[src/laser_line_column_centroid_assert.svh]
// assertion macros for the laser line column centroid block
`ifndef LASER_LINE_COLUMN_CENTROID_ASSERT_SVH
`define LASER_LINE_COLUMN_CENTROID_ASSERT_SVH

`ifndef ASSERT_OFF
// same-cycle implication
`define LLCC_ASSERT_IMPLY(name, clk, rst, ante, cons) \
   name: assert property (@(posedge clk) disable iff (rst) (ante) |-> (cons)) \
      else $error("llcc assertion failed");
// next-cycle implication
`define LLCC_ASSERT_NEXT(name, clk, rst, ante, cons) \
   name: assert property (@(posedge clk) disable iff (rst) (ante) |=> (cons)) \
      else $error("llcc assertion failed");
`else
`define LLCC_ASSERT_IMPLY(name, clk, rst, ante, cons)
`define LLCC_ASSERT_NEXT(name, clk, rst, ante, cons)
`endif

`endif

[src/llcc_pkg.sv]
package llcc_pkg;

   localparam int MAX_ROWS    = 1024;
   localparam int MAX_COLUMNS = 2048;

   localparam int GRAY_W    = 8;
   localparam int HALF_W    = 4;
   localparam int FRAC_W    = 8;
   localparam int ROW_W     = $clog2(MAX_ROWS);
   localparam int ROW_CNT_W = $clog2(MAX_ROWS + 1);
   localparam int SPAN_W    = ROW_CNT_W + 1;
   localparam int COL_W     = $clog2(MAX_COLUMNS);
   localparam int FIX_W     = ROW_W + FRAC_W;
   localparam int WIN_MAX   = 2 * ((1 << HALF_W) - 1);
   localparam int WIN_CNT_W = $clog2(WIN_MAX + 1);
   localparam int SUM_W     = $clog2(WIN_MAX * 255 + 1);
   localparam int WSUM_W    = $clog2(WIN_MAX * 255 * (MAX_ROWS - 1) + 1);
   localparam int STEP_W    = $clog2(FIX_W + 1);
   localparam int STORE_AW  = ROW_W + 1;

   localparam int CSR_AW = 4;
   localparam int CSR_DW = 32;

   localparam logic [GRAY_W-1:0] THRESHOLD_RESET  = 8'd128;
   localparam logic [ROW_W-1:0]  LOW_BOUND_RESET  = ROW_W'(5);
   localparam logic [ROW_W-1:0]  HIGH_BOUND_RESET = ROW_W'(240);
   localparam logic [HALF_W-1:0] HALF_RESET       = 4'd5;

   typedef enum logic [1:0] {
      REG_THRESHOLD  = 2'd0,
      REG_LOW_BOUND  = 2'd1,
      REG_HIGH_BOUND = 2'd2,
      REG_HALF       = 2'd3
   } reg_index_type;

   typedef struct packed {
      logic [GRAY_W-1:0] threshold;
      logic [ROW_W-1:0]  low_bound;
      logic [ROW_W-1:0]  high_bound;
      logic [HALF_W-1:0] half;
   } cfg_type;

   // one finished column handed from front to back
   typedef struct packed {
      logic                 bank;
      logic [COL_W-1:0]     column;
      logic [ROW_W-1:0]     peak_row;
      logic [GRAY_W-1:0]    peak_gray;
      logic [ROW_CNT_W-1:0] rows;
   } job_type;

   typedef struct packed {
      logic                en;
      logic [STORE_AW-1:0] addr;
      logic [GRAY_W-1:0]   data;
   } store_wr_type;

   typedef struct packed {
      logic valid;
      logic bank;
   } release_type;

endpackage

[src/llcc_job_fifo.sv]
module llcc_job_fifo (
   input  logic             clock,
   input  logic             reset,
   input  logic             push,
   input  llcc_pkg::job_type push_job,
   input  logic             pop,
   output llcc_pkg::job_type head_job,
   output logic             empty,
   output logic             full
);

   llcc_pkg::job_type entry_ff [2];
   logic       wr_ptr_ff, wr_ptr_in;
   logic       rd_ptr_ff, rd_ptr_in;
   logic [1:0] count_ff, count_in;

   always_comb begin
      empty     = (count_ff == 2'd0);
      full      = (count_ff == 2'd2);
      head_job  = entry_ff[rd_ptr_ff];
      wr_ptr_in = wr_ptr_ff ^ push;
      rd_ptr_in = rd_ptr_ff ^ pop;
      count_in  = count_ff + {1'b0, push} - {1'b0, pop};
   end

   always_ff @(posedge clock) begin
      if (push) begin
         entry_ff[wr_ptr_ff] <= push_job;
      end
   end

   always_ff @(posedge clock) begin
      if (reset) begin
         wr_ptr_ff <= 1'b0;
         rd_ptr_ff <= 1'b0;
         count_ff  <= 2'd0;
      end else begin
         wr_ptr_ff <= wr_ptr_in;
         rd_ptr_ff <= rd_ptr_in;
         count_ff  <= count_in;
      end
   end

endmodule

[config.mk]
export PLATFORM = sky130hd
export DESIGN_NAME = llcc_job_fifo
export DESIGN_NICKNAME = d
export VERILOG_FILES = /design/src/laser_line_column_centroid_assert.svh /design/src/llcc_pkg.sv /design/src/llcc_job_fifo.sv
export SDC_FILE = /design/constraint.sdc
export NUM_CORES = 1
export LEC_CHECK = 0
export BUFFER_PORTS_ARGS = -buffer_cell sky130_fd_sc_hd__clkbuf_2
export CAP_MARGIN = 25
export CORE_ASPECT_RATIO = 0.7
export CORE_MARGIN = 2
export CORE_UTILIZATION = 52
export DETAILED_ROUTE_END_ITERATION = 8
export HOLD_SLACK_MARGIN = 0.02
export PLACE_DENSITY = 0.79
export REMOVE_ABC_BUFFERS = 1
export SLEW_MARGIN = 20
export SYNTH_ARGS = -nofsm -noshare
export SYNTH_HDL_FRONTEND = slang
export SYNTH_SLANG_ARGS = --single-unit
[constraint.sdc]
create_clock -name clock -period 2.5 [get_ports clock]
set_input_delay 0.125 -clock clock [delete_from_list [all_inputs] [get_ports clock]]
set_output_delay 0.125 -clock clock [all_outputs]
set_load 0.05 [all_outputs]
# Word-level counts from Yosys, hierarchy flattened
# Memories as Yosys holds them, arrays and structs flattened. A register that Yosys moved wholly into a read port is not among the register bits.
# Cells that the tools add are included.
[word_totals]
regBits = 4
n_memories = 1
out_inout_bits = 43
inputBits = 45
wordCells = 13
ram_bits = 82
[mem_list]
columns = ["name", "depth", "width", "read_ports", "rd_clocked_by_memory_dff", "wr", "line", "text"]
rows = [
  ["entry_ff", 2, 41, 1, 1, 1, "llcc_job_fifo.sv:12", "llcc_pkg::job_type entry_ff [2];"],
]
[classes]
bitwise = 2
eq_ne = 1
add_sub_neg = 2
reduce_logical = 1
mux = 3
[ops]
columns = ["op", "count"]
rows = [
  ["$mux 1", 3],
  ["$add 2x1->2", 1],
  ["$eq 2x2->1 const B", 1],
  ["$logic_not 2->1", 1],
  ["$sub 2x1->2", 1],
  ["$xor 1x1->1", 2],
]

# Logic depth before layout (Yosys ltp)
[logic_depth]
ltp_word = 2
mapped_depth = 6
ltp_nobuf = 6

# Least setup slack after synthesis
# No wires, ideal clock.
[synth_path]
kind = "flip-flop to flip-flop"
from = "register wr_ptr_ff"
to = "memory entry_ff[0][0] (netlist bit), enable pin"
required_ns = 2.098
arrival_time_ns = 1.370
path_stages_with_launch = 3
setup_slack_ns = 0.728
synth_period_minus_slack_ns = 1.772
path_buffers = 0
setup_time_ns = 0.402
path_cell_list = "dfxtp_1 inv_1 ha_1"
[synth_lines]
columns = ["item", "line", "text"]
rows = [
  ["from (decl)", "llcc_job_fifo.sv:13", "logic wr_ptr_ff, wr_ptr_in;"],
  ["from (signal assigned)", "llcc_job_fifo.sv:38", "wr_ptr_ff <= wr_ptr_in;"],
  ["to (decl)", "llcc_job_fifo.sv:12", ""],
]
# Straight into the memory's write port.

==> impl_metrics.tcl <==
set metrics [dict create \
    status "finished clean" \
    setup_viol 0 \
    finalWirelength_um 5690 \
    dpl-instance-area_mm2 0.00387 \
    dp.cells 310 \
    synth.avg_cell_area_um2 22.9 \
    crit_fanout 33 \
    syn_to_final_growth_pct 33.0 \
    cts_sinks 86 \
    dieArea_mm2 0.00713 \
    cts_tree "yes" \
    cp.arrival_ps 1790 \
    holdPathStages 3 \
    port_buffers 87 \
    powerDensity_mw_per_mm2 741 \
    synth_compound_area_frac 0 \
    muxShareOfSynthArea 0.181 \
    maxCapViolCount 0 \
    holdCritPathClass "input port to flip-flop" \
    drt-initial-drc-count 39 \
    route.antenna.remaining_nets 0 \
    antennaDiodeCount 0 \
    yosysWarnings 0 \
    critPathKind "flip-flop to output port" \
    hold_viol 0 \
    syn_area_mm2 0.00336 \
    cts_resized 0 \
    peakVddDrop_v 0.000503 \
    end_kind "output port" \
    cts-htree-levels 3 \
    viasPerCell 4.88 \
    ys_seq_elements 86 \
    slew-limit-headroom 0.619 \
    fin_worst_hold_slack_ps 51.4 \
    antenna_found_initial 0 \
    initial_core_util 0.538 \
    die_w_um 100 \
    chipHeight_um 71.3 \
    drv_slew 0 \
    skew_ps 6.65 \
    power.leakage_nw 1.82 \
    wl_per_cell_um 15.5 \
    clock_latency_ps 350 \
    synth_top_family_by_area "multiplexers" \
    fin_nets 334 \
    regArea_mm2 0.00254 \
    first_pass_iters 4 \
    overflow 0 \
    drc 0 \
    root_buffer "clkbuf_8" \
    layout-drive-gt1-share 0.517 \
    final_area_mm2 0.00447 \
    cp.required_ps 2380 \
    tns_ps 0 \
    synthXorXnorAreaFrac 0.00930 \
    multi_input_comb_area_um2 722 \
    grt_pass1_vias 1854 \
    synth_fa_ha_area_frac 0.0149 \
    rsz0062_at_grt "false" \
    grt_max_degree 34 \
    finalCriticalPeriod_ps 1910 \
    yosysUniqueCellTypes 12 \
    io-pin-count 88 \
    finalCritPeriodShare 0.766 \
    fin_cells 368 \
    gp_congestion 0.699 \
    clk_pin_slew_ps 80 \
    grt_util_all_layers 0.167 \
    cts_buffers 9 \
    ys_seq_area_frac 0.756 \
    fmax_mhz 522 \
    rr_worst_depth 3 \
    synth_simple_gate_area_frac 0.00819 \
    core-area_mm2 0.00625 \
    fillers 406 \
    clockBufferDepth 2 \
    rows 24 \
    worst_pin_slew_ps 571 \
    grt_pass1_wl_um 8710 \
    cp-start-kind "flip-flop" \
    vias 1795 \
    hpwlAfterDp_um 3690 \
    syn_inst 147 \
]
## cells in the mapped netlist
| library cell | count | area, µm² |
|---|---|---|
| inv_1 | 3 | 11.3 |
| ha_1 | 4 | 50.1 |
| xnor3_1 | 1 | 22.5 |
| dfxtp_1 | 4 | 80.1 |
| nor2b_1 | 2 | 12.5 |
| nor2_1 | 4 | 15.0 |
| mux2_2 | 2 | 22.5 |
| buf_6 | 1 | 11.3 |
| buf_12 | 4 | 80.1 |
| mux2_4 | 39 | 586 |
| edfxtp_1 | 82 | 2460 |
| xnor2_1 | 1 | 8.76 |
## critical path, stage by stage, from the launching register on
cell and delay, ps:
dfxtp_2 540, buf_12 310, mux2_4 330, clkbuf_2 240
## power by group
| group | total [mW] | internal, mW | switching, mW |
|---|---|---|---|
| Combinational | 0.733 | 0.275 | 0.458 |
| Clock | 0.862 | 0.372 | 0.489 |
| Sequential | 1.72 | 1.68 | 0.0361 |
## through the flow
stage               setup slack (ps)   util  power [mW]
global placement                 971  0.620        2.42
floorplan                       91.6      -        2.27
finish                           586  0.716        3.31
CTS                              561  0.716        3.35
global route                     514  0.716        3.44
detailed placement               953  0.620        2.44
## layer usage
metal,global-route usage,share of wire,vias up
met5,0,0,-
met4,0.0502,0.0077,0
met3,0.0663,0.076,6
met2,0.288,0.50,80
met1,0.197,0.42,858
li1,-,-,851
## placed cells by master (no fill, tap or decap), drive strengths merged
| cell | count |
|---|---|
| xnor3 | 1 |
| buf | 3 |
| clkinv | 3 |
| mux2 | 41 |
| clkbuf | 96 |
| inv | 6 |
| ha | 4 |
| xnor2 | 1 |
| nor2 | 4 |
| nor2b | 2 |
| dfxtp | 4 |
| dlygate4sd3 | 42 |
| clkinvlp | 1 |
| edfxtp | 82 |
## final cells by class
cell class / instances / area share
tap: 78 / 0.0218
inverter: 3 / 0.00252
clock inverter: 7 / 0.0126
multi-input combinational: 53 / 0.161
sequential: 86 / 0.569
timing repair buffer: 132 / 0.205
clock buffer: 9 / 0.0277
## worst paths after layout
kind              startpoint  slack (ps)              end
setup / recovery   rd_ptr_ff         590     head_job[14]
hold / removal           pop          50        rd_ptr_ff
setup reg to reg   wr_ptr_ff        1040  entry_ff[0][19]
hold reg to reg    wr_ptr_ff         570        wr_ptr_ff
## logic make-up after synthesis
kind of cell / after synthesis
xor gates and xnor gates: 2
adders and majority gates: 4
buffers and inverters: 8
DFF: 86
muxes: 41
and+or+nand+nor: 6
## state kept, by name, indices dropped and copies added, names as in the netlist
signal	count
entry_ff	82
count_ff	2
rd_ptr_ff	1
wr_ptr_ff	1
## what timing repair did
| action | CTS | global route |
|---|---|---|
| endpoints found under the hold margin | 86 | 0 |
| hold buffers | 42 | 0 |
| setup buffers | 0 | 0 |
(Power assumes the default switching activity.)
