<file path="src/laser_line_column_centroid_assert.svh">
// assertion macros for the laser line column centroid block
`ifndef LASER_LINE_COLUMN_CENTROID_ASSERT_SVH
`define LASER_LINE_COLUMN_CENTROID_ASSERT_SVH

`ifndef ASSERT_OFF
// same-cycle implication
`define LLCC_ASSERT_IMPLY(name, clk, rst, ante, cons) \
   name: assert property (@(posedge clk) disable iff (rst) (ante) |-> (cons)) \
      else $error("llcc assertion failed");
// next-cycle implication
`define LLCC_ASSERT_NEXT(name, clk, rst, ante, cons) \
   name: assert property (@(posedge clk) disable iff (rst) (ante) |=> (cons)) \
      else $error("llcc assertion failed");
`else
`define LLCC_ASSERT_IMPLY(name, clk, rst, ante, cons)
`define LLCC_ASSERT_NEXT(name, clk, rst, ante, cons)
`endif

`endif

</file>
<file path="src/llcc_pkg.sv">
package llcc_pkg;

   localparam int MAX_ROWS    = 1024;
   localparam int MAX_COLUMNS = 2048;

   localparam int GRAY_W    = 8;
   localparam int HALF_W    = 4;
   localparam int FRAC_W    = 8;
   localparam int ROW_W     = $clog2(MAX_ROWS);
   localparam int ROW_CNT_W = $clog2(MAX_ROWS + 1);
   localparam int SPAN_W    = ROW_CNT_W + 1;
   localparam int COL_W     = $clog2(MAX_COLUMNS);
   localparam int FIX_W     = ROW_W + FRAC_W;
   localparam int WIN_MAX   = 2 * ((1 << HALF_W) - 1);
   localparam int WIN_CNT_W = $clog2(WIN_MAX + 1);
   localparam int SUM_W     = $clog2(WIN_MAX * 255 + 1);
   localparam int WSUM_W    = $clog2(WIN_MAX * 255 * (MAX_ROWS - 1) + 1);
   localparam int STEP_W    = $clog2(FIX_W + 1);
   localparam int STORE_AW  = ROW_W + 1;

   localparam int CSR_AW = 4;
   localparam int CSR_DW = 32;

   localparam logic [GRAY_W-1:0] THRESHOLD_RESET  = 8'd128;
   localparam logic [ROW_W-1:0]  LOW_BOUND_RESET  = ROW_W'(5);
   localparam logic [ROW_W-1:0]  HIGH_BOUND_RESET = ROW_W'(240);
   localparam logic [HALF_W-1:0] HALF_RESET       = 4'd5;

   typedef enum logic [1:0] {
      REG_THRESHOLD  = 2'd0,
      REG_LOW_BOUND  = 2'd1,
      REG_HIGH_BOUND = 2'd2,
      REG_HALF       = 2'd3
   } reg_index_type;

   typedef struct packed {
      logic [GRAY_W-1:0] threshold;
      logic [ROW_W-1:0]  low_bound;
      logic [ROW_W-1:0]  high_bound;
      logic [HALF_W-1:0] half;
   } cfg_type;

   // one finished column handed from front to back
   typedef struct packed {
      logic                 bank;
      logic [COL_W-1:0]     column;
      logic [ROW_W-1:0]     peak_row;
      logic [GRAY_W-1:0]    peak_gray;
      logic [ROW_CNT_W-1:0] rows;
   } job_type;

   typedef struct packed {
      logic                en;
      logic [STORE_AW-1:0] addr;
      logic [GRAY_W-1:0]   data;
   } store_wr_type;

   typedef struct packed {
      logic valid;
      logic bank;
   } release_type;

endpackage

</file>
<file path="src/llcc_front.sv">
module llcc_front (
   input  logic                              clock,
   input  logic                              reset,
   input  logic                              push,
   output logic                              full,
   input  logic [llcc_pkg::GRAY_W-1:0]       pixel_gray,
   input  logic                              column_end,
   input  logic                              frame_end,
   input  llcc_pkg::release_type             release_bank,
   output llcc_pkg::store_wr_type            wr,
   output logic                              job_push,
   output llcc_pkg::job_type                 job,
   output logic [1:0]                        busy
);

   logic [llcc_pkg::ROW_CNT_W-1:0] row_cnt_ff, row_cnt_in;
   logic [llcc_pkg::GRAY_W-1:0]    best_gray_ff, best_gray_in;
   logic [llcc_pkg::ROW_W-1:0]     best_row_ff, best_row_in;
   logic [llcc_pkg::COL_W-1:0]     column_ff, column_in;
   logic                           bank_ff, bank_in;
   logic [1:0]                     busy_ff, busy_in;

   logic                           accept;
   logic                           room;
   logic                           better;
   logic [llcc_pkg::GRAY_W-1:0]    gray_next;
   logic [llcc_pkg::ROW_W-1:0]     row_next;
   logic [llcc_pkg::ROW_CNT_W-1:0] rows_next;

   always_comb begin
      full   = busy_ff[bank_ff];
      accept = push & ~full;
      room   = (row_cnt_ff < llcc_pkg::ROW_CNT_W'(llcc_pkg::MAX_ROWS));
      better = (pixel_gray > best_gray_ff);

      gray_next = (room && better) ? pixel_gray : best_gray_ff;
      row_next  = (room && better) ? row_cnt_ff[llcc_pkg::ROW_W-1:0] : best_row_ff;
      rows_next = room ? row_cnt_ff + 1'b1 : row_cnt_ff;

      wr.en   = accept & room;
      wr.addr = {bank_ff, row_cnt_ff[llcc_pkg::ROW_W-1:0]};
      wr.data = pixel_gray;

      job_push      = accept & column_end;
      job.bank      = bank_ff;
      job.column    = column_ff;
      job.peak_row  = row_next;
      job.peak_gray = gray_next;
      job.rows      = rows_next;

      row_cnt_in   = row_cnt_ff;
      best_gray_in = best_gray_ff;
      best_row_in  = best_row_ff;
      column_in    = column_ff;
      bank_in      = bank_ff;
      busy_in      = busy_ff;

      if (release_bank.valid) begin
         busy_in[release_bank.bank] = 1'b0;
      end

      if (accept) begin
         if (column_end) begin
            // column closes: hand the bank to the back end
            row_cnt_in   = '0;
            best_gray_in = '0;
            best_row_in  = '0;
            bank_in      = ~bank_ff;
            busy_in[bank_ff] = 1'b1;
            if (frame_end ||
                column_ff == llcc_pkg::COL_W'(llcc_pkg::MAX_COLUMNS - 1)) begin
               column_in = '0;
            end else begin
               column_in = column_ff + 1'b1;
            end
         end else begin
            row_cnt_in   = rows_next;
            best_gray_in = gray_next;
            best_row_in  = row_next;
         end
      end

      busy = busy_ff;
   end

   always_ff @(posedge clock) begin
      if (reset) begin
         row_cnt_ff   <= '0;
         best_gray_ff <= '0;
         best_row_ff  <= '0;
         column_ff    <= '0;
         bank_ff      <= 1'b0;
         busy_ff      <= 2'b00;
      end else begin
         row_cnt_ff   <= row_cnt_in;
         best_gray_ff <= best_gray_in;
         best_row_ff  <= best_row_in;
         column_ff    <= column_in;
         bank_ff      <= bank_in;
         busy_ff      <= busy_in;
      end
   end

endmodule

</file>
<file path="config.mk">
export PLATFORM = sky130hd
export DESIGN_NAME = llcc_front
export DESIGN_NICKNAME = d
export VERILOG_FILES = /design/src/laser_line_column_centroid_assert.svh /design/src/llcc_pkg.sv /design/src/llcc_front.sv
export SDC_FILE = /design/constraint.sdc
export NUM_CORES = 1
export LEC_CHECK = 0
export BUFFER_PORTS_ARGS = -buffer_cell sky130_fd_sc_hd__buf_2
export CAP_MARGIN = 10
export CELL_PAD_IN_SITES_DETAIL_PLACEMENT = 2
export CELL_PAD_IN_SITES_GLOBAL_PLACEMENT = 2
export CORE_MARGIN = 5
export CORE_UTILIZATION = 27
export DETAILED_ROUTE_END_ITERATION = 8
export HOLD_SLACK_MARGIN = 0.15
export PLACE_DENSITY_LB_ADDON = 0.1
export SYNTH_ARGS = -nofsm -noshare
export SYNTH_HDL_FRONTEND = slang
export SYNTH_SLANG_ARGS = --single-unit
</file>
<file path="constraint.sdc">
create_clock -name clock -period 2.2 [get_ports clock]
set_input_delay 0.11 -clock clock [delete_from_list [all_inputs] [get_ports clock]]
set_output_delay 0.11 -clock clock [all_outputs]
set_load 0.005 [all_outputs]
</file>
## After elaboration in Yosys (flattened, before gate mapping)

Index checks and enable logic that the tools add are counted.

- Bits in registers: 43
- Bits of input ports: 15
- Output and inout port bits: 65

- Reduce and logical (&&, ||, !) cells: 5
- Bitwise gates (word level): 8
- Multiplexer cells: 16
- $add $sub $neg: 2
- Equality and inequality tests: 1
- Magnitude comparators: 6

Operators with widths:

| kind | count |
|---|---|
| $mux 11 | 3 |
| $add 11x1->11 const B | 2 |
| $mux 10 | 2 |
| $mux 8 | 2 |
| $eq 11x11->1 const B | 1 |
| $lt 11x11->1 const B | 1 |
| $gt 8x8->1 | 1 |
| $mux 2 | 3 |
| $lt 1x2->1 const B | 2 |
| $mux 1 | 4 |
| $and 1x1->1 | 3 |
| $logic_and 1x1->1 | 3 |
| $and 2x2->2 | 1 |
| $demux 1 s1 | 2 |
| $ge 1x1->1 const B | 2 |
| $not 1->1 | 2 |
| $not 2->2 | 1 |
| $or 2x2->2 | 1 |
| $reduce_and 2->1 | 1 |
| $logic_or 1x1->1 | 1 |

## Logic depth before layout (Yosys ltp)

- Depth after elaboration: 10
- Depth in mapped cells: 9
- Mapped depth without buffers: 7

## Worst setup path before layout

OpenSTA, ideal clock, no wires.

- Path kind: flip-flop to output port
- Start: reg best_gray_ff[1] (netlist name)
- End: out job[11] (netlist name)
- Stages on the path, launching flop included: 10
- Path buffers: 2
- Data required time: 2.090 ns
- Setup slack: 0.117 ns
- Arrival time: 1.973 ns
- Cells stage by stage: dfxtp_1 inv_1 ha_1 nor2b_1 o211ai_1 a21o_1 a21o_1 buf_2 buf_2 mux2_2

RTL lines:

| what | RTL line | source |
|---|---|---|
| start, declared | llcc_front.sv:17 | `logic [llcc_pkg::GRAY_W-1:0] best_gray_ff, best_gray_in;` |
| start signal, assigned | llcc_front.sv:96 | `best_gray_ff <= best_gray_in;` |
| end, declared | llcc_front.sv:12 | `output llcc_pkg::job_type job,` |

==> reports/metrics.yaml <==
post-synth-top-area-cell: "dfxtp_1"
ios: 80
worstMarginPinSlew_ns: 0.4678
htree_levels: 2
ys_types: 43
clk_pin_slew_ns: 0.09
cellPowerDensity_mw_per_mm2: 496.8
finalPower_mw: 1.703
syn_to_final_growth_pct: 39.18
ir_drop_uv: 230.8
reg2reg_from: "best_gray_ff[1]$_SDFFE_PP0P_"
drv_slew: 0
layout-drive-gt1-share_pct: 42.34
relSlewSlack_pct: 68.70
synth_cells: 268
cts_num_sinks: 43
fmax_mhz: 435.6
syn_nets: 293
start_kind: "flop"
die_w_um: 105.5
nets: 383
antenna_found_initial: 0
cp-startpoint: "best_gray_ff[1]$_SDFFE_PP0P_"
tritoncts: "built"
post-place-ws_ns: -0.06456
crit_type: "flop to output pin"
grt.total_usage_pct: 14.28
crit_path_max_fanout: 8
root_buffer: "clkbuf_8"
status: "complete, but fails checks"
ys.flop_type: "dfxtp_1"
reg2regPathDepth: 10
die_area_mm2: 0.01113
fin_ws_ns: -0.09572
violations: "negative setup slack"
wirelength_mm: 8.104
synth_edf_count: 0
vias_per_cell: 4.953
synth_top_area_share_pct: 34.96
layout_min_cycle_time_ns: 2.296
finClkSkew_ns: 0.006085
grt_pass1_wl_mm: 13.06
p_leak_nw: 1.540
start_util_pct: 27.96
hold_start: "column_end"
crit_end: "job[11]"
timing.final.hold_violations: 0
avgSynthCellArea_um2: 9.188
yosysWarnings: 0
r2r_slack_ns: 0.07
utilization_pct: 38.92
end_kind: "output pin"
fin_crit_sh_pct: 104.4
grt_pass1_vias: 2511
finalSetupViolations: 18
ys_seq_elements: 43
clk_latency_ns: 0.30
gp_congestion: 0.7141
synth_area_mm2: 0.002462
cts_buffers: 5
drtIter0Drc: 38
dp_hpwl_mm: 5.747
synth_area_leaders: "dfxtp_1, mux2_2, a22o_1, buf_4, ha_1"
rsz0062_at_grt: "yes"
postRouteAntennaNets: 0
crit_arrival_ns: 2.19
place_inst: 437
crit_required_ns: 2.09
num_rows: 34
dieHeight_um: 105.5
wl_per_cell_um: 17.35
hold_path_class: "input port to flop"
fp.coreArea_mm2: 0.008806
cap_violations: 0
io_buffers: 79
drc: 0
n_antenna_cell: 0
first_pass_iters: 4
grt_max_degree: 19
grt_overflow: 0
yosysSeqAreaShare_pct: 34.96
cts_max_path_buffers: 2
via_count: 2313
synth_common_cells: "dfxtp_1, nor2_1, buf_4"
r2r-end: "best_gray_ff[2]$_SDFFE_PP0P_"
finalSetupTns_ns: -1.417
synthArstFlopShare_pct: 0
final_cells: 467
synth.most_common_cell: "dfxtp_1"
-- final cells by class --
cell class	count	area, um2
multi-input combinational	179	1458
timing repair buffer	115	828.3
clock inverter	3	15.01
sequential	43	869.6
fill	1013	5379
inverter	14	52.55
tap	108	135.1
clock buffer	5	68.82
-- timing repair --
action | CTS | global route
pin swaps | 5 | 5
hold endpoints to repair | 13 | 1
endpoints found under the setup margin | 36 | 37
resized for setup | 35 | 26
hold buffers | 12 | 1
gates cloned | 1 | 0
setup buffers | 5 | 3
-- power by group --
| group | total, mW | leakage (nW) | internal (mW) | switching, mW |
|---|---|---|---|---|
| Clock | 0.509 | 0.0477 | 0.218 | 0.291 |
| Combinational | 0.385 | 1.14 | 0.203 | 0.182 |
| Sequential | 0.809 | 0.351 | 0.793 | 0.0154 |
| Total | 1.70 | 1.54 | 1.21 | 0.488 |
-- how the worst min path moves through the flow --
stage	end	slack, ns	cells after the start
final	row_cnt_ff[4]$_SDFFE_PP0P_	0.30	4
after global routing	row_cnt_ff[5]$_SDFFE_PP0P_	0.32	4
after CTS	best_gray_ff[1]$_SDFFE_PP0P_	0.11	2
after detailed placement	best_gray_ff[6]$_SDFFE_PP0P_	0.38	2
after global placement	best_gray_ff[5]$_SDFFE_PP0P_	0.37	2
after floorplan	best_gray_ff[0]$_SDFFE_PP0P_	0.24	1
-- cell families (layout without fill, tap and decap cells) --
group,after synthesis,after routing,synth area share (%)
and+or+nand+nor,76,76,15.80
AOI/OAI and AO/OA,54,54,16.72
DFF,43,43,34.96
muxes,20,20,9.604
buffers and inverters,46,137,11.08
xor gates and xnor gates,19,19,6.758
adders and majority gates,10,10,5.081
-- layout by cell type, fill, tap and decap left out, types with 2 or more instances in the layout --
master	synthesis	final
a22oi_1	3	3
nand4b_1	2	2
buf_4	20	19
mux2_4	0	18
clkbuf_8	0	5
nand3_1	11	11
and4_1	2	2
nor2_1	29	29
o21ai_1	1	2
nor3_1	4	3
or3_1	3	3
and2_1	2	2
xor2_1	6	6
dfxtp_2	0	7
nand2b_1	2	2
dfxtp_1	43	36
ha_4	0	3
a22o_1	19	19
buf_6	3	20
nand2_1	11	11
dlygate4sd3_1	0	13
a32o_1	2	2
clkinv_2	0	3
nand4_1	4	4
o21ai_0	7	6
inv_2	1	3
ha_1	10	7
a21oi_1	12	12
buf_2	2	62
xnor2_1	13	13
inv_1	12	10
-- state kept, by name, indices dropped and copies added (netlist names) --
register / cells
column_ff: 11
row_cnt_ff: 11
best_row_ff: 10
best_gray_ff: 8
busy: 2
bank_ff: 1
-- metrics by stage --
stage / hold slack [ns] / cell area [um2]
6_report: 0.2953 / 3427
5_1_grt: 0.3238 / 3427
4_1_cts: 0.1144 / 3283
3_5_place_dp: 0.3784 / 2878
3_3_place_gp: 0.3653 / 2878
2_1_floorplan: 0.2355 / 2462
-- critical path, cell delays in order, from the launching register on --
cell	delay, ns
dfxtp_2	0.35
inv_2	0.05
ha_4	0.25
nor2b_4	0.12
o211ai_1	0.09
a21o_1	0.20
a21o_4	0.25
buf_12	0.15
mux2_4	0.31
buf_6	0.12
-- metal layers --
layer | up-vias | GRT usage, % | wire length (um)
met4 | 0 | 2.775 | 57
met3 | 4 | 3.178 | 281
met1 | 1156 | 17.74 | 3661
met2 | 45 | 25.46 | 4104
li1 | 1108 | - | -
met5 | - | 0 | 0
No activity file was read; power rests on OpenSTA's default activity.
