**config.mk**
```make
export PLATFORM = sky130hd
export DESIGN_NAME = llcc_back
export DESIGN_NICKNAME = d
export VERILOG_FILES = /design/src/laser_line_column_centroid_assert.svh /design/src/llcc_pkg.sv /design/src/llcc_back.sv
export SDC_FILE = /design/constraint.sdc
export NUM_CORES = 1
export LEC_CHECK = 0
export BUFFER_PORTS_ARGS = -buffer_cell sky130_fd_sc_hd__buf_4
export CELL_PAD_IN_SITES_DETAIL_PLACEMENT = 1
export CELL_PAD_IN_SITES_GLOBAL_PLACEMENT = 2
export CORE_ASPECT_RATIO = 0.6
export CORE_MARGIN = 2
export CORE_UTILIZATION = 42
export DETAILED_ROUTE_END_ITERATION = 10
export GPL_ROUTABILITY_DRIVEN = 0
export MAX_ROUTING_LAYER = met4
export PLACE_DENSITY_LB_ADDON = 0.1
export SLEW_MARGIN = 5
export SYNTH_ARGS = -nofsm -noshare
export SYNTH_HDL_FRONTEND = slang
export SYNTH_SLANG_ARGS = --single-unit
export TNS_END_PERCENT = 1
```
**constraint.sdc**
```tcl
create_clock -name clock -period 13.8 [get_ports clock]
set_input_delay 0.69 -clock clock [delete_from_list [all_inputs] [get_ports clock]]
set_output_delay 0.69 -clock clock [all_outputs]
set_load 0.05 [all_outputs]
```
**src/laser_line_column_centroid_assert.svh**
```systemverilog
// assertion macros for the laser line column centroid block
`ifndef LASER_LINE_COLUMN_CENTROID_ASSERT_SVH
`define LASER_LINE_COLUMN_CENTROID_ASSERT_SVH

`ifndef ASSERT_OFF
// same-cycle implication
`define LLCC_ASSERT_IMPLY(name, clk, rst, ante, cons) \
   name: assert property (@(posedge clk) disable iff (rst) (ante) |-> (cons)) \
      else $error("llcc assertion failed");
// next-cycle implication
`define LLCC_ASSERT_NEXT(name, clk, rst, ante, cons) \
   name: assert property (@(posedge clk) disable iff (rst) (ante) |=> (cons)) \
      else $error("llcc assertion failed");
`else
`define LLCC_ASSERT_IMPLY(name, clk, rst, ante, cons)
`define LLCC_ASSERT_NEXT(name, clk, rst, ante, cons)
`endif

`endif

```
**src/llcc_pkg.sv**
```systemverilog
package llcc_pkg;

   localparam int MAX_ROWS    = 1024;
   localparam int MAX_COLUMNS = 2048;

   localparam int GRAY_W    = 8;
   localparam int HALF_W    = 4;
   localparam int FRAC_W    = 8;
   localparam int ROW_W     = $clog2(MAX_ROWS);
   localparam int ROW_CNT_W = $clog2(MAX_ROWS + 1);
   localparam int SPAN_W    = ROW_CNT_W + 1;
   localparam int COL_W     = $clog2(MAX_COLUMNS);
   localparam int FIX_W     = ROW_W + FRAC_W;
   localparam int WIN_MAX   = 2 * ((1 << HALF_W) - 1);
   localparam int WIN_CNT_W = $clog2(WIN_MAX + 1);
   localparam int SUM_W     = $clog2(WIN_MAX * 255 + 1);
   localparam int WSUM_W    = $clog2(WIN_MAX * 255 * (MAX_ROWS - 1) + 1);
   localparam int STEP_W    = $clog2(FIX_W + 1);
   localparam int STORE_AW  = ROW_W + 1;

   localparam int CSR_AW = 4;
   localparam int CSR_DW = 32;

   localparam logic [GRAY_W-1:0] THRESHOLD_RESET  = 8'd128;
   localparam logic [ROW_W-1:0]  LOW_BOUND_RESET  = ROW_W'(5);
   localparam logic [ROW_W-1:0]  HIGH_BOUND_RESET = ROW_W'(240);
   localparam logic [HALF_W-1:0] HALF_RESET       = 4'd5;

   typedef enum logic [1:0] {
      REG_THRESHOLD  = 2'd0,
      REG_LOW_BOUND  = 2'd1,
      REG_HIGH_BOUND = 2'd2,
      REG_HALF       = 2'd3
   } reg_index_type;

   typedef struct packed {
      logic [GRAY_W-1:0] threshold;
      logic [ROW_W-1:0]  low_bound;
      logic [ROW_W-1:0]  high_bound;
      logic [HALF_W-1:0] half;
   } cfg_type;

   // one finished column handed from front to back
   typedef struct packed {
      logic                 bank;
      logic [COL_W-1:0]     column;
      logic [ROW_W-1:0]     peak_row;
      logic [GRAY_W-1:0]    peak_gray;
      logic [ROW_CNT_W-1:0] rows;
   } job_type;

   typedef struct packed {
      logic                en;
      logic [STORE_AW-1:0] addr;
      logic [GRAY_W-1:0]   data;
   } store_wr_type;

   typedef struct packed {
      logic valid;
      logic bank;
   } release_type;

endpackage

```
**src/llcc_back.sv**
```systemverilog
module llcc_back (
   input  logic                              clock,
   input  logic                              reset,
   input  llcc_pkg::cfg_type                 cfg,
   input  llcc_pkg::job_type                 head_job,
   input  logic                              job_empty,
   output logic                              job_pop,
   output logic                              rd_en,
   output logic [llcc_pkg::STORE_AW-1:0]     rd_addr,
   input  logic [llcc_pkg::GRAY_W-1:0]       rd_data,
   output llcc_pkg::release_type             release_bank,
   output logic                              rsp_empty,
   input  logic                              rsp_pop,
   output logic [llcc_pkg::COL_W-1:0]        rsp_column_number,
   output logic [llcc_pkg::ROW_W-1:0]        rsp_peak_row,
   output logic [llcc_pkg::GRAY_W-1:0]       rsp_peak_gray,
   output logic                              rsp_line_found,
   output logic                              rsp_center_valid,
   output logic [llcc_pkg::FIX_W-1:0]        rsp_center_row_fixed
);

   typedef enum logic [3:0] {
      ST_IDLE = 4'b0001,
      ST_READ = 4'b0010,
      ST_DIV  = 4'b0100,
      ST_DONE = 4'b1000
   } back_state_type;

   back_state_type                   state_ff, state_in;
   llcc_pkg::job_type                job_ff, job_in;
   logic                             found_ff, found_in;
   logic                             valid_ff, valid_in;
   logic [llcc_pkg::ROW_W-1:0]       j_ff, j_in;
   logic [llcc_pkg::ROW_W-1:0]       j_dly_ff, j_dly_in;
   logic [llcc_pkg::WIN_CNT_W-1:0]   left_ff, left_in;
   logic                             rd_valid_ff, rd_valid_in;
   logic [llcc_pkg::SUM_W-1:0]       sum_ff, sum_in;
   logic [llcc_pkg::WSUM_W-1:0]      wsum_ff, wsum_in;
   logic [llcc_pkg::SUM_W-1:0]       rem_ff, rem_in;
   logic [llcc_pkg::FIX_W-1:0]       numer_ff, numer_in;
   logic [llcc_pkg::FIX_W-1:0]       quot_ff, quot_in;
   logic [llcc_pkg::STEP_W-1:0]      steps_ff, steps_in;

   logic                             out_valid_ff, out_valid_in;
   logic [llcc_pkg::COL_W-1:0]       out_column_ff, out_column_in;
   logic [llcc_pkg::ROW_W-1:0]       out_row_ff, out_row_in;
   logic [llcc_pkg::GRAY_W-1:0]      out_gray_ff, out_gray_in;
   logic                             out_found_ff, out_found_in;
   logic                             out_cvalid_ff, out_cvalid_in;
   logic [llcc_pkg::FIX_W-1:0]       out_fixed_ff, out_fixed_in;

   logic                             found;
   logic                             win_ok;
   logic [llcc_pkg::SPAN_W-1:0]      p_ext;
   logic [llcc_pkg::SPAN_W-1:0]      h_ext;
   logic [llcc_pkg::GRAY_W+llcc_pkg::ROW_W-1:0] prod;
   logic [llcc_pkg::SUM_W:0]         trial;
   logic [llcc_pkg::SUM_W:0]         diff;
   logic                             ge;

   always_comb begin
      // window checks on the queue head
      p_ext  = llcc_pkg::SPAN_W'(head_job.peak_row);
      h_ext  = llcc_pkg::SPAN_W'(cfg.half);
      found  = (head_job.peak_gray > cfg.threshold);
      win_ok = (cfg.half != '0) &&
               (head_job.peak_row > cfg.low_bound) &&
               (head_job.peak_row < cfg.high_bound) &&
               (p_ext >= h_ext) &&
               (p_ext + h_ext <= llcc_pkg::SPAN_W'(head_job.rows));

      prod  = rd_data * j_dly_ff;
      trial = {rem_ff, numer_ff[llcc_pkg::FIX_W-1]};
      diff  = trial - {1'b0, sum_ff};
      ge    = (trial >= {1'b0, sum_ff});

      state_in    = state_ff;
      job_in      = job_ff;
      found_in    = found_ff;
      valid_in    = valid_ff;
      j_in        = j_ff;
      j_dly_in    = j_dly_ff;
      left_in     = left_ff;
      sum_in      = sum_ff;
      wsum_in     = wsum_ff;
      rem_in      = rem_ff;
      numer_in    = numer_ff;
      quot_in     = quot_ff;
      steps_in    = steps_ff;
      job_pop     = 1'b0;
      rd_en       = 1'b0;
      rd_addr     = {job_ff.bank, j_ff};
      release_bank.valid = 1'b0;
      release_bank.bank  = job_ff.bank;

      out_valid_in  = out_valid_ff & ~rsp_pop;
      out_column_in = out_column_ff;
      out_row_in    = out_row_ff;
      out_gray_in   = out_gray_ff;
      out_found_in  = out_found_ff;
      out_cvalid_in = out_cvalid_ff;
      out_fixed_in  = out_fixed_ff;

      case (state_ff)
         ST_IDLE: begin
            if (!job_empty) begin
               job_pop  = 1'b1;
               job_in   = head_job;
               found_in = found;
               if (found && win_ok) begin
                  j_in     = head_job.peak_row - llcc_pkg::ROW_W'(cfg.half);
                  left_in  = llcc_pkg::WIN_CNT_W'({cfg.half, 1'b0});
                  sum_in   = '0;
                  wsum_in  = '0;
                  state_in = ST_READ;
               end else begin
                  // nothing to read: free the bank at once
                  valid_in = 1'b0;
                  quot_in  = '0;
                  release_bank.valid = 1'b1;
                  release_bank.bank  = head_job.bank;
                  state_in = ST_DONE;
               end
            end
         end
         ST_READ: begin
            rd_en = (left_ff != '0);
            if (rd_en) begin
               j_in     = j_ff + 1'b1;
               j_dly_in = j_ff;
               left_in  = left_ff - 1'b1;
            end
            if (rd_valid_ff) begin
               sum_in  = sum_ff + llcc_pkg::SUM_W'(rd_data);
               wsum_in = wsum_ff + llcc_pkg::WSUM_W'(prod);
            end
            if (left_ff == '0 && !rd_valid_ff) begin
               release_bank.valid = 1'b1;
               if (sum_ff == '0) begin
                  valid_in = 1'b0;
                  quot_in  = '0;
                  state_in = ST_DONE;
               end else begin
                  // top bits of wsum << FRAC_W start the remainder
                  rem_in   = llcc_pkg::SUM_W'(wsum_ff >> llcc_pkg::ROW_W);
                  numer_in = {wsum_ff[llcc_pkg::ROW_W-1:0], llcc_pkg::FRAC_W'(0)};
                  quot_in  = '0;
                  steps_in = llcc_pkg::STEP_W'(llcc_pkg::FIX_W);
                  state_in = ST_DIV;
               end
            end
         end
         ST_DIV: begin
            // restoring division, one quotient bit per cycle
            rem_in   = ge ? diff[llcc_pkg::SUM_W-1:0] : trial[llcc_pkg::SUM_W-1:0];
            numer_in = {numer_ff[llcc_pkg::FIX_W-2:0], 1'b0};
            quot_in  = {quot_ff[llcc_pkg::FIX_W-2:0], ge};
            steps_in = steps_ff - 1'b1;
            if (steps_ff == llcc_pkg::STEP_W'(1)) begin
               valid_in = 1'b1;
               state_in = ST_DONE;
            end
         end
         ST_DONE: begin
            if (!out_valid_ff || rsp_pop) begin
               out_valid_in  = 1'b1;
               out_column_in = job_ff.column;
               out_row_in    = job_ff.peak_row;
               out_gray_in   = job_ff.peak_gray;
               out_found_in  = found_ff;
               out_cvalid_in = valid_ff;
               out_fixed_in  = valid_ff ? quot_ff : '0;
               state_in      = ST_IDLE;
            end
         end
         default: begin
            state_in = ST_IDLE;
         end
      endcase

      rd_valid_in = rd_en;

      rsp_empty            = ~out_valid_ff;
      rsp_column_number    = out_column_ff;
      rsp_peak_row         = out_row_ff;
      rsp_peak_gray        = out_gray_ff;
      rsp_line_found       = out_found_ff;
      rsp_center_valid     = out_cvalid_ff;
      rsp_center_row_fixed = out_fixed_ff;
   end

   always_ff @(posedge clock) begin
      if (reset) begin
         state_ff     <= ST_IDLE;
         rd_valid_ff  <= 1'b0;
         out_valid_ff <= 1'b0;
      end else begin
         state_ff     <= state_in;
         rd_valid_ff  <= rd_valid_in;
         out_valid_ff <= out_valid_in;
      end
   end

   always_ff @(posedge clock) begin
      job_ff        <= job_in;
      found_ff      <= found_in;
      valid_ff      <= valid_in;
      j_ff          <= j_in;
      j_dly_ff      <= j_dly_in;
      left_ff       <= left_in;
      sum_ff        <= sum_in;
      wsum_ff       <= wsum_in;
      rem_ff        <= rem_in;
      numer_ff      <= numer_in;
      quot_ff       <= quot_in;
      steps_ff      <= steps_in;
      out_column_ff <= out_column_in;
      out_row_ff    <= out_row_in;
      out_gray_ff   <= out_gray_in;
      out_found_ff  <= out_found_in;
      out_cvalid_ff <= out_cvalid_in;
      out_fixed_ff  <= out_fixed_in;
   end

endmodule

```
After elaboration in Yosys (flattened, before gate mapping)
Index checks and enable logic that the tools add are counted.
{"block": "word_totals", "register_bits": 202, "input_bits": 85, "out_inout_bits": 65}
{"block": "classes", "n_addsub": 8, "multipliers": 1, "n_lt_le_gt_ge": 6, "eq_ne": 15, "muxes": 53, "n_bitwise": 4, "n_reduce_logical": 25}
{"operator": "2-to-1 mux 18 bit", "count": 5}
{"operator": "2-to-1 mux 13 bit", "count": 6}
{"operator": "2-to-1 mux 23 bit", "count": 3}
{"operator": "one-hot mux 18 bit (3 select lines)", "count": 1}
{"operator": "one-hot mux 13 bit (2 select lines)", "count": 2}
{"operator": "one-hot mux 23 bit (2 select lines)", "count": 1}
{"operator": "one-hot mux 18 bit (2 select lines)", "count": 1}
{"operator": "2-to-1 mux 10 bit", "count": 3}
{"operator": "2-to-1 mux 5 bit", "count": 5}
{"operator": "2-to-1 mux 4 bit", "count": 6}
{"operator": "adder 23 x 18 -> 23 bit", "count": 1}
{"operator": "inequality test 2 bit (second input constant)", "count": 10}
{"operator": "one-hot mux 10 bit (2 select lines)", "count": 1}
{"operator": "one-hot mux 5 bit (2 select lines)", "count": 2}
{"operator": "multiplier 8 x 10 -> 18 bit", "count": 1}
{"operator": "one-hot mux 4 bit (4 select lines)", "count": 1}
{"operator": "AND reduction 4 bit", "count": 4}
{"operator": "greater-or-equal comparator 14 x 13 -> 1 bit", "count": 1}
{"operator": "adder 13 x 8 -> 13 bit", "count": 1}
{"operator": "logical NOT 13 bit", "count": 1}
{"operator": "subtractor 13 bit", "count": 1}
{"operator": "2-to-1 mux 1 bit", "count": 12}
{"operator": "adder 10 x 4 -> 11 bit", "count": 1}
{"operator": "less-or-equal comparator 11 bit", "count": 1}
{"operator": "other kinds (28)", "count": 41}

Longest topological paths before layout
Gate-level depths: netlist of run 1.
{"block": "depth", "word_depth": 9, "ltp_mapped": 19, "ltp_nobuf": 18}

Least setup slack after synthesis of run 1
No wires, ideal clock.
{"block": "synth_path", "path_kind": "input -> register", "startpoint": "input port cfg[0] (netlist bit)", "endpoint": "register sum_ff[0] (netlist bit), enable pin", "t_arrival_ns": 5.643, "setup_slack_ns": 7.683, "stages": 17, "n_path_buf": 0, "path_cell_list": "ha_1 -> inv_1 -> fa_1 -> nor2_1 -> nor2_1 -> nor2_1 -> o21a_1 -> nand4_1 -> xnor2_1 -> ha_1 -> a21o_1 -> a211oi_1 -> o21ai_0 -> o221ai_1 -> o41ai_1 -> o31a_1 -> nor3_1"}
{"block": "synth_between", "elab_chain_cells": 8, "word_cells_on_any_way": 11, "classes_between": "add/sub: 1; order compare: 2; eq/ne: 1; reduce/logical: 7"}
{"element": "start: declaration", "line": "llcc_back.sv:4", "rtl": "input llcc_pkg::cfg_type cfg,"}
{"element": "branches (longest 4 deep; another with adder 10 x 4 -> 11 bit)"}
{"element": "logical AND 1 bit (*)", "line": "llcc_back.sv:69", "rtl": "(p_ext >= h_ext) &&"}
{"element": "logical AND 1 bit (*)", "line": "llcc_back.sv:110", "rtl": "if (found && win_ok) begin"}
{"element": "inequality test 2 bit (no source line) (*)"}
{"element": "AND reduction 4 bit (no source line) (*)"}
{"element": "end signal: assignment", "line": "llcc_back.sv:211", "rtl": "sum_ff <= sum_in;"}
{"element": "end: declaration", "line": "llcc_back.sv:37", "rtl": "logic [llcc_pkg::SUM_W-1:0] sum_ff, sum_in;"}
Every way passes the cells marked *.
A chain may end at the register's enable or synchronous reset.

==> run summary, run 1 <==
commonest non-fill, non-tap cell in the layout = edfxtp_1
largest net degree at the start of global routing = 50
die width = 230 um
initial antenna violation count = 0
Internal = 1310 uW
root buffer cell = clkbuf_16
Crit Path Class = in2out
Final Cycle Share = 38.5%
Hold Fails Final Rpt = 0
Post-Syn Area = 12900 um^2
Die Area = 32100 um^2
First-pass DRT Iterations = 5
worst-path fanout max = 5
TritonCTS clock tree = done
Seq pwr share = 36.8%
crit start category = input pin
#FFs+latches synth = 194
leakage = 0.00662 uW
fin util = 50.4%
total design power = 2130 uW
commonest cells after routing, fill and taps aside = edfxtp_1 (188), inv_1 (185), buf_4 (157)
EDFF count, synth = 188
Starting Density = 42.8%
NetSw = 828 uW
Antenna Violating Nets Remaining = 0
starting DRC count in detailed routing = 636
overall routing resource usage = 23.3%
Sw Share = 38.8%
Worst Setup End Kind = primary output
run status = finished, final reports clean
Combinational Power Share = 37.8%
clock skew = 0.0126 ns
Worst-path clk slew = 0.09 ns
DRC viols = 0
# IOs = 150
PwrDens = 141 nW/um^2
final worst slack = 8.49 ns
ratio of cells with drive above 1 in the final layout = 15.3%
fin nets = 1610
fraction of registers with async set/reset = 0%
CP Data Required Time = 13.11 ns
post-CTS sizing = 0
Routed WL per cell = 19.8 um
Synth Area per Inst = 10.8 um^2
worst-margin pin slew = 1.05 ns
Distinct cells, synth = 56
worst hold path type = in2reg
DIE HEIGHT = 140 um
Setup violations, final = 0
worst ir drop on vdd = 86.1 uV
total CTS buffers = 17
synthesis-to-layout area growth = 17.7%
Max Freq = 188 MHz
max-cap check violation count = 0
clock tree buffer depth = 2
setup TNS = 0 ns
Slew HR = 29.6%
post-synthesis cell count = 1189
crit path time final = 5.31 ns
total grt overflow = 0
worst slack, placed = 8.45 ns
Final Slew Violations = 0
Final Hold Slack = 0.405 ns
RSZ-0062 raised after global routing = false
Clock Sinks = 194
clock group share of total power = 25.4%
commonest register cell after synthesis = edfxtp_1
H-tree Lvls = 4
worst skew pair latency = 0.46 ns
post-synth net total = 1457
Core Region = 30000 um^2
via/cell ratio = 5.10
PortBufs = 149
post-CTS setup buffers = 0
yosys warns = 0
Worst Path Arrival = 4.62 ns
via count = 8997
dpl hpwl = 27.5 mm
vias in the first global route = 9332
CTS hold repair buffers = 0
sequential-to-total area share from yosys stat = 44.8%
final WL = 34.9 mm
Rows = 49
global-route wire length before repair = 55.0 mm
-- cells by family after synthesis --
group	synth area share (%)
AO/OA/AOI/OAI	8.68
XOR/XNOR	3.54
adder cells (fa/ha/maj)	21.8
buffers and inverters	6.16
flip-flops	44.8
multiplexers	1.03
AND/OR/NAND/NOR	14.0
-- worst max-delay path, stage by stage --
cell	delay [ns]
buf_4	0.13
ha_1	0.15
inv_1	0.06
fa_1	0.42
nor2_1	0.11
nor2_1	0.04
nor2_1	0.13
o21a_1	0.19
nand4_1	0.19
xnor2_1	0.18
ha_1	0.29
a21o_1	0.16
a211oi_1	0.22
o21ai_0	0.13
o221ai_1	0.22
o41ai_1	0.22
buf_4	0.21
o21ai_0	0.30
mux2_2	0.38
buf_4	0.19
-- sequential cells by signal, indices dropped and copies added (netlist names), 8 cells and up --
register              cells
rsp_column_number        11
j_ff                     10
job_ff                   29
quot_ff                  18
rsp_peak_row             10
sum_ff                   13
wsum_ff                  23
rsp_center_row_fixed     18
numer_ff                 10
rsp_peak_gray             8
j_dly_ff                 10
rem_ff                   13
-- layer usage --
metal / vias up / part of all wire [%] / track usage (%) / wire length, um
met2: 160 / 40 / 30.8 / 14100
met1: 4475 / 54 / 36.7 / 19000
met4: 0 / 0.67 / 4.07 / 233
met5: - / 0 / - / 0
met3: 20 / 4.5 / 4.63 / 1570
li1: 4342 / - / - / -
-- synth_stat cells, types with 21 or more instances --
library cell,number,area [um^2]
nand2_1,96,360
ha_1,115,1440
and2_1,92,576
xnor2_1,31,272
fa_1,68,1360
inv_1,185,694
clkbuf_1,21,78.8
a21oi_1,53,265
xor2_1,21,184
o21ai_0,50,250
edfxtp_1,188,5650
nor2_1,72,270
-- through the flow --
step / area (um^2) / instances
global route: 15100 / 1763
global placement: 14500 / 1731
finish: 15100 / 1764
detailed placement: 14500 / 1731
floorplan: 12900 / 1189
CTS: 15100 / 1763
-- path summary, 6_finish.rpt --
kind                                            start                        end  slack [ns]  depth (start not counted)
worst max-delay path                           cfg[0]            release_bank[0]        8.49                         20
worst min-delay path                     head_job[29]       job_ff[29]$_DFFE_PP_        0.41                          1
worst max register to register  j_dly_ff[4]$_DFFE_PP_  wsum_ff[17]$_SDFFCE_PN0P_        8.62                         15
worst min register to register     found_ff$_DFFE_PP_   rsp_line_found$_DFFE_PP_        0.42                          0
-- power by group through the flow --
stage	Clock (uW)	Sequential [uW]	Combinational [uW]
finish	542	786	806
global route	573	794	905
CTS	553	786	803
detailed placement	0	799	795
global placement	0	795	781
floorplan	0	806	537
-- cell type report --
class	instances	area, um^2
Antenna cell	1	2.50
Tap cell	408	510
Fill cell	3346	14900
Inverter	185	694
Timing Repair Buffer	157	1180
Clock inverter	15	229
Clock buffer	17	425
Sequential cell	194	5770
Multi-Input combinational cell	787	6330
No activity file was read; power rests on OpenSTA's default activity.
==> run 2: changes to the inputs <==
--- a/config.mk
+++ b/config.mk
@@ -10,7 +10,7 @@
 export CELL_PAD_IN_SITES_GLOBAL_PLACEMENT = 2
 export CORE_ASPECT_RATIO = 0.6
 export CORE_MARGIN = 2
-export CORE_UTILIZATION = 42
+export CORE_UTILIZATION = 35
 export DETAILED_ROUTE_END_ITERATION = 10
 export GPL_ROUTABILITY_DRIVEN = 0
 export MAX_ROUTING_LAYER = met4
==> constraint.sdc (replaced) <==
create_clock -name clock -period 4.75 [get_ports clock]
set_input_delay 0.2375 -clock clock [delete_from_list [all_inputs] [get_ports clock]]
set_output_delay 0.2375 -clock clock [all_outputs]
set_load 0.05 [all_outputs]
==> run summary, run 2 (synthesis gave the netlist of run 1 again) <==
Final Cycle Share = 97.7%
area occupied by multi-input gates = 6560 um^2 (was 6330 um^2)
initial antenna violation count = 0 (unchanged)
Routed WL per cell = 18.6 um (was 19.8 um)
Sw Share = 38.2% (was 38.8%)
First-pass DRT Iterations = 5 (unchanged)
crit path time final = 4.64 ns
dpl hpwl = 27.4 mm (was 27.5 mm)
Slew HR = 51.0% (was 29.6%)
final WL = 35.3 mm (was 34.9 mm)
Layout Cells excl Fill = 1901 (was 1764)
max-cap check violation count = 0 (unchanged)
run status = finished, final reports clean (unchanged)
Rows = 54 (was 49)
TritonCTS clock tree = done (unchanged)
Largest regs = job_ff x29, wsum_ff x23 (unchanged)
synthesis-to-layout area growth = 24.7% (was 17.7%)
H-tree Lvls = 4 (unchanged)
hold depth = 1 (unchanged)
RSZ-0062 raised after global routing = true (was false)
leakage = 0.00697 uW (was 0.00662 uW)
worst hold path type = in2reg (unchanged)
worst ir drop on vdd = 288 uV (was 86.1 uV)
Worst Setup End Kind = flip-flop (was primary output)
CP Data Required Time = 4.97 ns (was 13.11 ns)
Crit Path Class = reg2reg (was in2out)
total design power = 6710 uW (was 2130 uW)
worst reg-to-reg path cell count = 15 (unchanged)
total grt overflow = 0 (unchanged)
via count = 9023 (was 8997)
Starting Density = 35.5% (was 42.8%)
worst-margin pin slew = 0.734 ns (was 1.05 ns)
clock tree buffer depth = 2 (unchanged)
max FFs per register = 29 (unchanged)
Hold Fails Final Rpt = 0 (unchanged)
worst skew pair latency = 0.47 ns (was 0.46 ns)
commonest non-fill, non-tap cell in the layout = buf_4 (was edfxtp_1)
Max Freq = 216 MHz
Worst Path Arrival = 4.86 ns (was 4.62 ns)
placed inst area = 14900 um^2 (was 14500 um^2)
DRC viols = 0 (unchanged)
Die Area = 38400 um^2 (was 32100 um^2)
PwrDens = 419 nW/um^2 (was 141 nW/um^2)
fill count = 3990 (was 3346)
NetSw = 2560 uW (was 828 uW)
commonest cells after routing, fill and taps aside = buf_4 (202), edfxtp_1 (188), inv_1 (185) (was edfxtp_1 (188), inv_1 (185), buf_4 (157))
clock skew = 0.0216 ns (was 0.0126 ns)
clock group share of total power = 23.7% (was 25.4%)
Cells after DPL = 1844 (was 1731)
register bank with the most flops = job_ff (unchanged)
total CTS buffers = 17 (unchanged)
Core Region = 36300 um^2 (was 30000 um^2)
overall routing resource usage = 19.8% (was 23.3%)
root buffer cell = clkbuf_16 (unchanged)
global-route wire length before repair = 56.3 mm (was 55.0 mm)
Final Slew Violations = 0 (unchanged)
Seq pwr share = 33.8% (was 36.8%)
Final Hold Slack = 0.0311 ns (was 0.405 ns)
Antenna Violating Nets Remaining = 0 (unchanged)
fin nets = 1680 (was 1610)
crit start category = flip-flop (was input pin)
Setup violations, final = 0 (unchanged)
DIE HEIGHT = 153 um (was 140 um)
vias in the first global route = 9576 (was 9332)
Design Area, Final = 16000 um^2 (was 15100 um^2)
worst-path fanout max = 7 (was 5)
PortBufs = 149 (unchanged)
largest net degree at the start of global routing = 50 (unchanged)
starting DRC count in detailed routing = 477 (was 636)
Clock Sinks = 194 (unchanged)
# diodes = 0 (was 1)
Worst-path clk slew = 0.09 ns (about the same)
Reg area = 5770 um^2 (unchanged)
Internal = 4150 uW (was 1310 uW)
Combinational Power Share = 42.6% (was 37.8%)
via/cell ratio = 4.75 (was 5.10)
die width = 252 um (was 230 um)
# IOs = 150 (unchanged)
ratio of cells with drive above 1 in the final layout = 20.3% (was 15.3%)
run 2: through the flow:
| stage | setup TNS [ns] | setup slack [ns] | util (%) |
|---|---|---|---|
| global route | -0.404 | -0.110 | 44.2 |
| floorplan | 0 | 0.0897 | - |
| global placement | -0.224 | -0.117 | 41.1 |
| CTS | -0.0398 | -0.0398 | 43.7 |
| finish | 0 | 0.111 | 44.2 |
| detailed placement | -0.462 | -0.163 | 41.1 |
run 2: path summary, 6_finish.rpt:
check,from,slack [ns],endpoint
worst max-delay path,j_dly_ff[6]$_DFFE_PP_,0.11,wsum_ff[22]$_SDFFCE_PN0P_
worst min-delay path,head_job[22],0.03,job_ff[22]$_DFFE_PP_
worst max register to register,j_dly_ff[6]$_DFFE_PP_,0.11,wsum_ff[22]$_SDFFCE_PN0P_
worst min register to register,job_ff[24]$_DFFE_PP_,0.41,rsp_peak_row[5]$_DFFE_PP_
run 2: final cells by class:
class / instances / share of cell area (%)
clock buffer: 17 / 2.65
tap: 476 / 3.71
timing repair buffer: 227 / 11.1
inverter: 185 / 4.33
clock inverter: 15 / 1.39
sequential: 194 / 35.9
multi-input combinational: 787 / 40.9
run 2: timing repair:
action	CTS	global route
setup endpoints to repair	7	10
setup buffers	0	3
hold buffers	22	0
pin swaps	3	27
gates resized for setup	10	35
endpoints found under the hold margin	25	0
run 2: routing by layer:
| metal | track usage [%] | wire length (um) | up-vias | share of wire [%] |
|---|---|---|---|---|
| met5 | - | 0 | - | 0 |
| met4 | 3.15 | 82 | 0 | 0.23 |
| met3 | 3.91 | 1530 | 6 | 4.3 |
| met2 | 25.8 | 14100 | 111 | 40 |
| met1 | 31.3 | 19600 | 4429 | 55 |
| li1 | - | - | 4477 | - |
run 2: power groups by stage:
stage               sequential (uW)  combinational [uW]  clock, uW
floorplan                      2340                1560          0
global placement               2300                2480          0
detailed placement             2310                2530          0
CTS                            2270                2640       1630
global route                   2290                3210       1690
finish                         2270                2860       1590
run 2: worst max-delay path, cell delays in order, from the launching register on:
cell and delay [ns]:
edfxtp_1 0.51, and2_4 0.20, fa_1 0.49, fa_1 0.50
fa_1 0.53, inv_1 0.06, fa_1 0.53, inv_1 0.07
ha_4 0.28, nand3_2 0.11, or3_1 0.36, o221a_2 0.26
o21ai_2 0.15, buf_4 0.13, nand3_1 0.09, mux2i_1 0.13
==> run 3: changes to the inputs <==
--- a/config.mk
+++ b/config.mk
@@ -8,7 +8,6 @@
 export BUFFER_PORTS_ARGS = -buffer_cell sky130_fd_sc_hd__buf_4
 export CELL_PAD_IN_SITES_DETAIL_PLACEMENT = 1
 export CELL_PAD_IN_SITES_GLOBAL_PLACEMENT = 2
-export CORE_ASPECT_RATIO = 0.6
 export CORE_MARGIN = 2
 export CORE_UTILIZATION = 35
 export DETAILED_ROUTE_END_ITERATION = 10
==> run summary, run 3 (synthesis gave the netlist of run 1 again) <==
worst hold path type = in2reg (unchanged)
# diodes = 0 (unchanged)
commonest cells after routing, fill and taps aside = buf_4 (191), edfxtp_1 (188), inv_1 (185) (was buf_4 (202), edfxtp_1 (188), inv_1 (185))
hold depth = 1 (unchanged)
via/cell ratio = 4.76 (was 4.75)
Largest regs = job_ff x29, wsum_ff x23 (unchanged)
DRC viols = 0 (unchanged)
ratio of cells with drive above 1 in the final layout = 18.1% (was 20.3%)
max-cap check violation count = 0 (unchanged)
Hold Fails Final Rpt = 0 (unchanged)
run status = finished, final reports clean (unchanged)
register bank with the most flops = job_ff (unchanged)
total grt overflow = 0 (unchanged)
slowest CP cell = fa_1 (unchanged)
worst skew pair latency = 0.45 ns (was 0.47 ns)
Setup violations, final = 0 (unchanged)
DIE HEIGHT = 196 um (was 153 um)
leakage = 0.00686 uW (was 0.00697 uW)
crit path time final = 4.65 ns (was 4.64 ns)
PortBufs = 149 (unchanged)
Max Freq = 215 MHz (was 216 MHz)
max FFs per register = 29 (unchanged)
initial antenna violation count = 0 (unchanged)
worst ir drop on vdd = 254 uV (was 288 uV)
starting DRC count in detailed routing = 288 (was 477)
hold endpoint = job_ff[20]$_DFFE_PP_ (was job_ff[22]$_DFFE_PP_)
Starting Density = 35.3% (was 35.5%)
cells along the critical path = buf_4 -> and2_1 -> fa_1 -> fa_1 -> fa_1 -> inv_1 -> fa_1 -> inv_1 -> ha_1 -> a21o_1 -> a21oi_2 -> o21ai_0 -> a311oi_2 -> o21ai_0 -> or2_2 -> a21oi_1 (was and2_4 -> fa_1 -> fa_1 -> fa_1 -> inv_1 -> fa_1 -> inv_1 -> ha_4 -> nand3_2 -> or3_1 -> o221a_2 -> o21ai_2 -> buf_4 -> nand3_1 -> mux2i_1)
CP delay by family, top = adder cells (unchanged)
synthesis-to-layout area growth = 22.2% (was 24.7%)
fill count = 4044 (was 3990)
Layout Cells excl Fill = 1880 (was 1901)
total CTS buffers = 17 (unchanged)
vias in the first global route = 9531 (was 9576)
crit start category = flip-flop (unchanged)
PwrDens = 396 nW/um^2 (was 419 nW/um^2)
overall routing resource usage = 18.6% (was 19.8%)
Final Cycle Share = 98.0% (was 97.7%)
largest net degree at the start of global routing = 44 (was 50)
CP Buf/Inv Count = 3 (unchanged)
TritonCTS clock tree = done (unchanged)
Die Area = 38300 um^2 (was 38400 um^2)
commonest non-fill, non-tap cell in the layout = buf_4 (unchanged)
Worst R2R End = wsum_ff[17]$_SDFFCE_PN0P_ (was wsum_ff[22]$_SDFFCE_PN0P_)
Crit Path Class = reg2reg (unchanged)
root buffer cell = clkbuf_16 (unchanged)
# IOs = 150 (unchanged)
clock tree buffer depth = 2 (unchanged)
global-route wire length before repair = 53.3 mm (was 56.3 mm)
total design power = 6220 uW (was 6710 uW)
dpl hpwl = 26.2 mm (was 27.4 mm)
worst-path fanout max = 6 (was 7)
Routed WL per cell = 17.9 um (was 18.6 um)
Cells after DPL = 1824 (was 1844)
Final Hold Slack = 0.0427 ns (was 0.0311 ns)
R2R setup slack = 0.1 ns (was 0.11 ns)
hold_sp = head_job[20] (was head_job[22])
Worst path most repeated cell = fa_1 (unchanged)
clock skew = 0.0174 ns (was 0.0216 ns)
Rows = 70 (was 54)
fin nets = 1667 (was 1680)
worst-margin pin slew = 0.736 ns (was 0.734 ns)
final WL = 33.6 mm (was 35.3 mm)
H-tree Lvls = 4 (unchanged)
Worst-path clk slew = 0.08 ns (was 0.09 ns)
CP peak stage delay = 0.53 ns (about the same)
Worst Setup End Kind = flip-flop (unchanged)
die width = 196 um (was 252 um)
Slew HR = 50.9% (was 51.0%)
worst r2r src = j_dly_ff[5]$_DFFE_PP_ (was j_dly_ff[6]$_DFFE_PP_)
Clock Sinks = 194 (unchanged)
RSZ-0062 raised after global routing = true (unchanged)
Final Slew Violations = 0 (unchanged)
CP Data Required Time = 5.05 ns (was 4.97 ns)
First-pass DRT Iterations = 4 (was 5)
Worst Path Arrival = 4.95 ns (was 4.86 ns)
Design Area, Final = 15700 um^2 (was 16000 um^2)
worst reg-to-reg path cell count = 16 (was 15)
Antenna Violating Nets Remaining = 0 (unchanged)
via count = 8957 (was 9023)
placed inst area = 14800 um^2 (was 14900 um^2)
Core Region = 36400 um^2 (was 36300 um^2)
==> run 3: cell type report <==
type | count | area (um^2) | area share, %
well taps | 468 | 586 | 3.73
multi-input cells | 787 | 6400 | 40.7
repair buffers | 214 | 1670 | 10.7
clock inverters | 14 | 168 | 1.07
clock buffers | 18 | 429 | 2.73
flip-flops and latches | 194 | 5770 | 36.7
inverters | 185 | 694 | 4.42
==> run 3: through the flow <==
stage	setup WS [ns]	setup TNS [ns]	utilization, %
6_report	0.0966	0	43.1
2_1_floorplan	0.0897	0	-
3_3_place_gp	0.0138	0	40.7
3_5_place_dp	-0.0371	-0.0706	40.7
5_1_grt	-0.122	-0.230	43.1
4_1_cts	0.000759	0	43.0
==> run 3: how the worst max path moves through the flow <==
stage                          startpoint  depth (start not counted)                        end
floorplan           j_dly_ff[4]$_DFFE_PP_                         15  wsum_ff[17]$_SDFFCE_PN0P_
global placement    j_dly_ff[3]$_DFFE_PP_                         14  wsum_ff[22]$_SDFFCE_PN0P_
detailed placement  j_dly_ff[3]$_DFFE_PP_                         15  wsum_ff[17]$_SDFFCE_PN0P_
CTS                          head_job[19]                         21            release_bank[0]
global route        j_dly_ff[4]$_DFFE_PP_                         15  wsum_ff[17]$_SDFFCE_PN0P_
finish              j_dly_ff[5]$_DFFE_PP_                         16  wsum_ff[17]$_SDFFCE_PN0P_
==> run 3: what timing repair did <==
item,CTS,global route
endpoints found under the hold margin,25,0
setup endpoints to repair,4,10
resized for setup,3,16
pin swaps,0,7
buffers inserted,1,1
hold buffers,22,0
==> run 3: metal layers <==
| metal | track usage (%) | vias to the layer above | share of wire, % |
|---|---|---|---|
| met5 | - | - | 0 |
| met4 | 4.32 | 0 | 1.2 |
| met3 | 2.15 | 25 | 1.8 |
| met2 | 30.1 | 75 | 48 |
| met1 | 25.3 | 4407 | 49 |
| li1 | - | 4450 | - |
==> run 3: worst register-to-register path: stages, from the launching register on <==
cell	delay [ns]
edfxtp_1	0.40
buf_4	0.17
and2_1	0.16
fa_1	0.48
fa_1	0.47
fa_1	0.52
inv_1	0.06
fa_1	0.53
inv_1	0.04
ha_1	0.33
a21o_1	0.22
a21oi_2	0.18
o21ai_0	0.14
a311oi_2	0.24
o21ai_0	0.15
or2_2	0.28
a21oi_1	0.15
==> run 3: report_power, final <==
| group | internal (uW) | total [uW] | switching, uW |
|---|---|---|---|
| Combinational | 1080 | 2500 | 1430 |
| Clock | 709 | 1450 | 742 |
| Sequential | 2140 | 2260 | 121 |
| Total | 3930 | 6220 | 2290 |
